<file path="src/hw/rtl/i2cms_pkg.sv">
// Package for the I2C master bit sequencer.
// Command codes, slot lengths and the item/result structs; no dependencies.
`default_nettype none

package i2cms_pkg;

	localparam int unsigned BYTE_BITS = 8;
	localparam int unsigned IDX_W     = 5;
	localparam int unsigned PH_W      = 2;

	typedef enum logic [2:0] {
		CMD_START    = 3'd0,
		CMD_STOP     = 3'd1,
		CMD_WRITE    = 3'd2,
		CMD_READ     = 3'd3,
		CMD_SEND_ACK = 3'd4,
		CMD_RECV_ACK = 3'd5
	} cmd_t;

	localparam logic [PH_W-1:0] PH_FIRST = PH_W'(0);
	localparam logic [PH_W-1:0] PH_MID   = PH_W'(1);
	localparam logic [PH_W-1:0] PH_LAST  = PH_W'(2);

	localparam logic [IDX_W-1:0] RD_LAST_IDX = IDX_W'(3 * BYTE_BITS);

	typedef struct packed {
		logic                 command_valid;
		logic [2:0]           command;
		logic [BYTE_BITS-1:0] tx_byte;
		logic                 ack_to_send;
		logic                 sda_in;
	} slot_in_t;

	typedef struct packed {
		logic                 scl;
		logic                 sda_out;
		logic                 busy_res;
		logic                 done_res;
		logic [BYTE_BITS-1:0] rx_byte;
		logic                 ack_received;
	} slot_res_t;

	// index of the final slot of each command
	function automatic logic [IDX_W-1:0] last_slot(input cmd_t c);
		logic [IDX_W-1:0] r;
		unique case (c)
			CMD_START:    r = IDX_W'(3);
			CMD_STOP:     r = IDX_W'(2);
			CMD_WRITE:    r = IDX_W'(3 * BYTE_BITS - 1);
			CMD_READ:     r = IDX_W'(3 * BYTE_BITS);
			CMD_SEND_ACK: r = IDX_W'(2);
			CMD_RECV_ACK: r = IDX_W'(3);
			default:      r = '0;
		endcase
		return r;
	endfunction

endpackage

`default_nettype wire

</file>
<file path="src/hw/rtl/i2cms_if.sv">
// Valid/ready channel interfaces for slot items and slot results.
// Depends on i2cms_pkg.
`default_nettype none

interface i2cms_slot_if import i2cms_pkg::*; ();
	logic                 valid;
	logic                 ready;
	logic                 command_valid;
	logic [2:0]           command;
	logic [BYTE_BITS-1:0] tx_byte;
	logic                 ack_to_send;
	logic                 sda_in;

	modport source (output valid, command_valid, command, tx_byte, ack_to_send, sda_in,
		input ready);
	modport sink (input valid, command_valid, command, tx_byte, ack_to_send, sda_in,
		output ready);
endinterface

interface i2cms_res_if import i2cms_pkg::*; ();
	logic                 valid;
	logic                 ready;
	logic                 scl;
	logic                 sda_out;
	logic                 busy_res;
	logic                 done_res;
	logic [BYTE_BITS-1:0] rx_byte;
	logic                 ack_received;

	modport source (output valid, scl, sda_out, busy_res, done_res, rx_byte, ack_received,
		input ready);
	modport sink (input valid, scl, sda_out, busy_res, done_res, rx_byte, ack_received,
		output ready);
endinterface

`default_nettype wire

</file>
<file path="src/hw/rtl/i2cms_slot_core.sv">
// Sequencer state and the per-slot pin action logic.
// Depends on i2cms_pkg; state advances once per stepped slot.
`default_nettype none

module i2cms_slot_core import i2cms_pkg::*; (
	input  wire logic      clk,
	input  wire logic      arst_n,
	input  wire logic      step,
	input  wire slot_in_t  item,
	output slot_res_t      res
);

	cmd_t                 cmd_q, cmd_d;
	logic [IDX_W-1:0]     idx_q, idx_d;
	logic [PH_W-1:0]      ph_q, ph_d;
	logic                 prog_q, prog_d;
	logic [BYTE_BITS-1:0] shift_q, shift_d;
	logic                 scl_q, scl_d;
	logic                 sda_q, sda_d;
	logic [BYTE_BITS-1:0] rxb_q, rxb_d;
	logic                 rack_q, rack_d;

	cmd_t                 e_cmd;
	logic [IDX_W-1:0]     e_idx;
	logic [PH_W-1:0]      e_ph;
	logic                 e_prog;
	logic [BYTE_BITS-1:0] e_shift;
	logic                 done;

	always_comb begin
		e_cmd   = cmd_q;
		e_idx   = idx_q;
		e_ph    = ph_q;
		e_prog  = prog_q;
		e_shift = shift_q;
		if (!prog_q && item.command_valid && item.command <= 3'(CMD_RECV_ACK)) begin
			e_cmd  = cmd_t'(item.command);
			e_idx  = '0;
			e_ph   = PH_FIRST;
			e_prog = 1'b1;
			if (cmd_t'(item.command) == CMD_WRITE)
				e_shift = item.tx_byte;
			else if (cmd_t'(item.command) == CMD_SEND_ACK)
				e_shift = {{(BYTE_BITS-1){1'b0}}, item.ack_to_send};
			else
				e_shift = '0;
		end

		cmd_d   = e_cmd;
		idx_d   = e_idx;
		ph_d    = e_ph;
		prog_d  = e_prog;
		shift_d = e_shift;
		scl_d   = scl_q;
		sda_d   = sda_q;
		rxb_d   = rxb_q;
		rack_d  = rack_q;
		done    = 1'b0;

		if (e_prog) begin
			unique case (e_cmd)
				CMD_START: begin
					priority if (e_idx == IDX_W'(0)) sda_d = 1'b1;
					else if (e_idx == IDX_W'(1)) scl_d = 1'b1;
					else if (e_idx == IDX_W'(2)) sda_d = 1'b0;
					else scl_d = 1'b0;
				end
				CMD_STOP: begin
					priority if (e_idx == IDX_W'(0)) sda_d = 1'b0;
					else if (e_idx == IDX_W'(1)) scl_d = 1'b1;
					else sda_d = 1'b1;
				end
				CMD_WRITE: begin
					priority if (e_ph == PH_FIRST) begin
						sda_d   = e_shift[BYTE_BITS-1];
						shift_d = {e_shift[BYTE_BITS-2:0], 1'b0};
					end else if (e_ph == PH_MID) scl_d = 1'b1;
					else scl_d = 1'b0;
				end
				CMD_READ: begin
					priority if (e_idx == IDX_W'(0)) sda_d = 1'b1;
					else if (e_ph == PH_FIRST) scl_d = 1'b1;
					else if (e_ph == PH_MID) shift_d = {e_shift[BYTE_BITS-2:0], item.sda_in};
					else begin
						scl_d = 1'b0;
						if (e_idx == RD_LAST_IDX) rxb_d = e_shift;
					end
				end
				CMD_SEND_ACK: begin
					priority if (e_idx == IDX_W'(0)) sda_d = e_shift[0];
					else if (e_idx == IDX_W'(1)) scl_d = 1'b1;
					else scl_d = 1'b0;
				end
				CMD_RECV_ACK: begin
					priority if (e_idx == IDX_W'(0)) sda_d = 1'b1;
					else if (e_idx == IDX_W'(1)) scl_d = 1'b1;
					else if (e_idx == IDX_W'(2)) rack_d = item.sda_in;
					else scl_d = 1'b0;
				end
				default: ;
			endcase

			// read spends its first slot releasing SDA before the bit phases start
			if (e_cmd == CMD_READ && e_idx == IDX_W'(0))
				ph_d = PH_FIRST;
			else
				ph_d = (e_ph == PH_LAST) ? PH_FIRST : e_ph + PH_W'(1);

			if (e_idx >= last_slot(e_cmd)) begin
				done   = 1'b1;
				prog_d = 1'b0;
				idx_d  = '0;
			end else begin
				idx_d = e_idx + IDX_W'(1);
			end
		end
	end

	always_ff @(posedge clk or negedge arst_n) begin
		if (!arst_n) begin
			cmd_q   <= CMD_START;
			idx_q   <= '0;
			ph_q    <= PH_FIRST;
			prog_q  <= 1'b0;
			shift_q <= '0;
			scl_q   <= 1'b1;
			sda_q   <= 1'b1;
			rxb_q   <= '0;
			rack_q  <= 1'b1;
		end else if (step) begin
			cmd_q   <= cmd_d;
			idx_q   <= idx_d;
			ph_q    <= ph_d;
			prog_q  <= prog_d;
			shift_q <= shift_d;
			scl_q   <= scl_d;
			sda_q   <= sda_d;
			rxb_q   <= rxb_d;
			rack_q  <= rack_d;
		end
	end

	assign res.scl          = scl_d;
	assign res.sda_out      = sda_d;
	assign res.busy_res     = prog_d;
	assign res.done_res     = done;
	assign res.rx_byte      = rxb_d;
	assign res.ack_received = rack_d;

endmodule

`default_nettype wire

</file>
<file path="src/hw/rtl/i2c_master_bit_sequencer.sv">
// Top level of the I2C master bit sequencer: input register, slot core, result register.
// Depends on i2cms_pkg, i2cms_if and i2cms_slot_core.
`default_nettype none

// Each transfer on cmd is one bus timing slot and yields exactly one transfer on res
// carrying the pin levels after that slot. A slot is held first in the input register
// and then in the result register; one slot is taken every cycle, and the only stall
// comes from res.ready. A command is taken only while no sequence
// runs (start 4, stop 3, write 24, read 25, send ack 3, receive ack 4 slots); commands
// offered while busy, and codes 6 and 7, are ignored. Pins are open-drain, 1 released.
module i2c_master_bit_sequencer import i2cms_pkg::*; (
	input  wire logic clk,
	input  wire logic arst_n,
	i2cms_slot_if.sink  cmd,
	i2cms_res_if.source res
);

	slot_in_t  item_s1;
	logic      valid_s1;
	slot_res_t res_s2;
	slot_res_t res_c;
	logic      valid_s2;
	logic      step;

	assign step      = valid_s1 && (!valid_s2 || res.ready);
	assign cmd.ready = !valid_s1 || step;

	always_ff @(posedge clk or negedge arst_n) begin
		if (!arst_n) begin
			valid_s1 <= 1'b0;
			valid_s2 <= 1'b0;
		end else begin
			if (cmd.ready) valid_s1 <= cmd.valid;
			if (step) valid_s2 <= 1'b1;
			else if (res.ready) valid_s2 <= 1'b0;
		end
	end

	always_ff @(posedge clk) begin
		if (cmd.valid && cmd.ready) begin
			item_s1.command_valid <= cmd.command_valid;
			item_s1.command       <= cmd.command;
			item_s1.tx_byte       <= cmd.tx_byte;
			item_s1.ack_to_send   <= cmd.ack_to_send;
			item_s1.sda_in        <= cmd.sda_in;
		end
		if (step) res_s2 <= res_c;
	end

	i2cms_slot_core u_core (
		.clk    (clk),
		.arst_n (arst_n),
		.step   (step),
		.item   (item_s1),
		.res    (res_c)
	);

	assign res.valid        = valid_s2;
	assign res.scl          = res_s2.scl;
	assign res.sda_out      = res_s2.sda_out;
	assign res.busy_res     = res_s2.busy_res;
	assign res.done_res     = res_s2.done_res;
	assign res.rx_byte      = res_s2.rx_byte;
	assign res.ack_received = res_s2.ack_received;

`ifndef NO_ASSERTIONS
	a_done_not_busy: assert property (@(posedge clk) disable iff (!arst_n)
		valid_s2 |-> !(res_s2.done_res && res_s2.busy_res))
		else $error("done and busy set in the same slot");

	a_ready_when_free: assert property (@(posedge clk) disable iff (!arst_n)
		!valid_s2 |-> cmd.ready)
		else $error("input stalled with empty result register");

	a_s1_held: assert property (@(posedge clk) disable iff (!arst_n)
		valid_s1 && !step |=> valid_s1 && $stable(item_s1))
		else $error("stalled slot lost from input register");

	a_busy_ends_done: assert property (@(posedge clk) disable iff (!arst_n)
		step && valid_s2 && res_s2.busy_res && !res_c.busy_res |-> res_c.done_res)
		else $error("sequence ended without a final slot");
`endif

endmodule

`default_nettype wire
</file>
<file path="src/flat_wrapper.sv">
// flat-port wrapper written by rule: the top's interface ports become plain ports
module i2c_master_bit_sequencer_flat import i2cms_pkg::*;
  (clk, arst_n, cmd_valid, cmd_command_valid, cmd_command, cmd_tx_byte, cmd_ack_to_send, cmd_sda_in, cmd_ready, res_valid, res_scl, res_sda_out, res_busy_res, res_done_res, res_rx_byte, res_ack_received, res_ready);
  i2cms_slot_if cmd_i ();
  i2cms_res_if res_i ();
  input  wire logic clk;
  input  wire logic arst_n;
  input wire logic [$bits(cmd_i.valid)-1:0] cmd_valid;
  input wire logic [$bits(cmd_i.command_valid)-1:0] cmd_command_valid;
  input wire logic [$bits(cmd_i.command)-1:0] cmd_command;
  input wire logic [$bits(cmd_i.tx_byte)-1:0] cmd_tx_byte;
  input wire logic [$bits(cmd_i.ack_to_send)-1:0] cmd_ack_to_send;
  input wire logic [$bits(cmd_i.sda_in)-1:0] cmd_sda_in;
  output wire logic [$bits(cmd_i.ready)-1:0] cmd_ready;
  output wire logic [$bits(res_i.valid)-1:0] res_valid;
  output wire logic [$bits(res_i.scl)-1:0] res_scl;
  output wire logic [$bits(res_i.sda_out)-1:0] res_sda_out;
  output wire logic [$bits(res_i.busy_res)-1:0] res_busy_res;
  output wire logic [$bits(res_i.done_res)-1:0] res_done_res;
  output wire logic [$bits(res_i.rx_byte)-1:0] res_rx_byte;
  output wire logic [$bits(res_i.ack_received)-1:0] res_ack_received;
  input wire logic [$bits(res_i.ready)-1:0] res_ready;
  assign cmd_i.valid = cmd_valid;
  assign cmd_i.command_valid = cmd_command_valid;
  assign cmd_i.command = cmd_command;
  assign cmd_i.tx_byte = cmd_tx_byte;
  assign cmd_i.ack_to_send = cmd_ack_to_send;
  assign cmd_i.sda_in = cmd_sda_in;
  assign cmd_ready = cmd_i.ready;
  assign res_valid = res_i.valid;
  assign res_scl = res_i.scl;
  assign res_sda_out = res_i.sda_out;
  assign res_busy_res = res_i.busy_res;
  assign res_done_res = res_i.done_res;
  assign res_rx_byte = res_i.rx_byte;
  assign res_ack_received = res_i.ack_received;
  assign res_i.ready = res_ready;
  i2c_master_bit_sequencer u_core (.clk(clk), .arst_n(arst_n), .cmd(cmd_i), .res(res_i));
endmodule
</file>
<file path="config.mk">
export PLATFORM = sky130hd
export DESIGN_NAME = i2c_master_bit_sequencer_flat
export DESIGN_NICKNAME = d
export VERILOG_FILES = /design/src/hw/rtl/i2cms_pkg.sv /design/src/hw/rtl/i2cms_if.sv /design/src/hw/rtl/i2cms_slot_core.sv /design/src/hw/rtl/i2c_master_bit_sequencer.sv /design/src/flat_wrapper.sv
export SDC_FILE = /design/constraint.sdc
export NUM_CORES = 1
export LEC_CHECK = 0
export ABC_AREA = 1
export BUFFER_PORTS_ARGS = -buffer_cell sky130_fd_sc_hd__buf_2
export CAP_MARGIN = 20
export CORE_ASPECT_RATIO = 1.5
export CORE_UTILIZATION = 45
export CTS_CLUSTER_DIAMETER = 80
export DETAILED_ROUTE_END_ITERATION = 10
export PLACE_DENSITY = 0.62
export SLEW_MARGIN = 25
export SYNTH_ARGS = -nofsm -noshare
export SYNTH_HDL_FRONTEND = slang
export SYNTH_SLANG_ARGS = --single-unit
</file>
<file path="constraint.sdc">
create_clock -name clk -period 3.1 [get_ports clk]
set_input_delay 0.465 -clock clk [delete_from_list [all_inputs] [get_ports clk]]
set_output_delay 0.465 -clock clk [all_outputs]
set_load 0.02 [all_outputs]
</file>
==> metrics.txt <==
post-synthesis mux area share=0; Placement Setup Slack=0.265 ns; GPL Wtd Cong=roughly 0.93; Non-Filler Instances=560; DR pass1 iterations=4; Post-Syn Area=3340 µm²; Final min period=2.78 ns; cell mode on critical path=nand2_1; Detailed Place HPWL=roughly 5500 µm; diodes inserted=0; Via Count=2807; Arr. time, crit path=3.03 ns; synth top area cells=edfxtp_1 24%, dfrtp_1 22%, nand2_1 16%, o21ai_0 5.2%, inv_1 4.6%; routed wire length per instance=roughly 13 µm; die area=7780 µm²; Synth Area in Compound Gates=0.121; post-layout util=0.521; FMAX=360 MHz; PwrDens=830 nW/µm²; first-pass GRT wire length=approximately 13000 µm; clk_lat worst skew=between 0.3 and 0.4 ns; cell breakdown of the critical path=inv_1, nor2_1, nand2_1, nand2_2, nand2_2, nor2_4, inv_2, ha_1, nand2_1, inv_1, o21ai_0, o2111ai_1, nor2_1, nand2_1, o22ai_1; max-cap violations=0; Vias/cell=5.01; nets=482; status=completed; clk sink count=59; Total Power=between 3 and 4 mW; vias in the first global route=2699; CTS tree=built; initial drt markers=179; R2R depth=15; Clock Pin Slew Worst Setup and Hold Paths=0.08 ns; P&R area growth vs syn=12.8%; die span in x=72.4 µm; Synth warnings=0; Worst setup EP type=register; most numerous cell in the Yosys netlist=nand2_1; Req. time, crit path=roughly 3.4 ns; slowest stage delay, CP=0.45 ns; crit path launch type=register; largest net degree at the start of global routing=33; # rows=38; post-synthesis async set-or-reset flop share=0.542; total CTS buffers=9; EDFF count, synth=27; Commonest cells post-synth=141 x nand2_1, 41 x inv_1, 35 x o21ai_0; layout cells sized above 1=0.167; combinational family with the most area after synthesis=simple AND/OR/NAND/NOR gates; largest area contributor in the netlist=edfxtp_1; Syn Inst Count=418; Die Y-Extent=about 110 µm; Worst Clk Skew=around 0.014 ns; final number of setup-violating endpoints=0; syn avg cell area=7.99 µm²; grt ovf=0; period utilization=0.897; IO Port Bufs=32; DP Cell Count=543; Slew headroom=0.454; Slew @ Worst Pin=0.819 ns; Peak VDD IR=~0.39 mV; initial core utilization=0.462; Synth Register Bits=59; HP Class=in -> async; Synthesized Nets=approximately 450; Post-Synth Simple-Gate Area=0.287; worst setup margin=0.319 ns; Setup TNS=0 ns; Hold Vio Cnt, Final=0; Synth Area in Adders=0.0337; Total GRT Usage=0.216; post-synthesis xor/xnor area fraction=0.00524; CP Class=reg -> reg; drt total wl=7550 µm; P_leak=between 1.5 and 2 nW; I/O pin count=33; RSZ-0062 raised after global routing=false; top cell type's share of synthesized area=0.243; CTS max path bufs=2; Slowest-stage cell, CP=edfxtp_1; core area=7230 µm²; Netlist cell types=32; H-tree depth=3; DRC=0; register area share after synthesis=0.484; Worst Path Max Fanout=9; ys flop type=dfrtp_1; initial antenna violation count=0; Slew Viols, Final=0; Root Driver=clkbuf_8; post-route ant nets=0
[per-layer routing]
layer	global-route usage	routed length, µm
met5	0	0
met4	0.106	123
met3	0.0431	287
met2	0.363	3750
met1	0.258	3380
[power by group]
group | internal, mW | leakage, nW | switching, mW
logic | 0.427 | 1.06 | 0.984
registers | 1.02 | 0.670 | 0.0856
clock network | 0.307 | 0.0851 | 0.305
[cells by family (layout without fill, tap and decap cells)]
kind of cell,Yosys count,after routing
compound gates,75,75
buf+inv,55,97
xor+xnor,2,2
fa+ha+maj,9,9
simple gates,218,218
flops,59,59
[placed cells by master (no fill, tap or decap), types with 2 or more instances in the layout]
cell and instances:
inv_2 3, nand3b_1 2, xor2_1 2, clkinv_2 3, nand3_4 2, inv_1 41
nand2_1 141, nand2_2 10, edfxtp_1 27, a21oi_1 21, o21ai_0 35, clkbuf_8 10
nor3_1 2, dfrtp_1 29, o22ai_1 2, clkinvlp_4 2, nand4_1 5, nand3_1 26
ha_1 9, nor2_1 25, dfstp_2 3, buf_2 32, o2111ai_1 2, o21ai_1 10
nor2_4 2, o21ai_2 4, buf_4 4
[per-stage QoR]
stage / cell area, µm² / hold slack [ns]
finish: 3770 / 0.221
global route: 3770 / 0.258
CTS: 3750 / 0.223
detailed placement: 3580 / 0.466
global placement: 3580 / 0.455
floorplan: 3340 / 0.169
[final cells by class]
class	count	area, µm²
clock inverters	5	30.0
clock buffers	11	141
well taps	100	125
repair buffers	36	190
fillers	728	3460
flip-flops and latches	59	1620
multi-input cells	304	1500
inverters	45	169
[path summary, 6_finish.rpt]
check,start,to,slack [ns]
max,u_core.item_s1[13],u_core.u_core.idx_q[0],0.32
min,arst_n,u_core.u_core.rxb_q[2],0.22
max reg2reg,u_core.item_s1[13],u_core.u_core.idx_q[0],0.32
min reg2reg,u_core.u_core.scl_q,u_core.u_core.scl_q,0.48
max in group asynchronous,arst_n,u_core.u_core.shift_q[1],2.36
min in group clk,cmd_ack_to_send,u_core.item_s1[1],0.30
[sequential cells by signal, summed over array words and instances (netlist names)]
signal and count:
u_core.item_s1 14, u_core.u_core.rxb_q 8, u_core.u_core.idx_q 5, u_core.valid_s1 1, u_core.u_core.shift_q 8, u_core.u_core.rack_q 1, u_core.u_core.scl_q 1, u_core.res.busy_res 1
u_core.res.scl 1, u_core.res.ack_received 1, u_core.u_core.cmd_q 3, u_core.res.sda_out 1, u_core.res.done_res 1, u_core.u_core.prog_q 1, u_core.u_core.ph_q 2, u_core.res.valid 1
u_core.res.rx_byte 8, u_core.u_core.sda_q 1
[worst max-delay path, delay by kind of cell (launching register included)]
| family | cells | cell delay [ns] |
|---|---|---|
| AOI/OAI and AO/OA | 3 | 0.44 |
| adders and majority gates | 1 | 0.33 |
| buffers and inverters | 3 | 0.23 |
| DFF | 1 | 0.45 |
| and+or+nand+nor | 8 | 1.25 |
[what timing repair did]
| action | CTS | global route |
|---|---|---|
| buffers inserted | 0 | 1 |
| hold buffers | 0 | 0 |
| gates resized for setup | 0 | 1 |
| endpoints found under the setup margin | 0 | 2 |
Note: power is estimated with default switching activity, not from simulation.
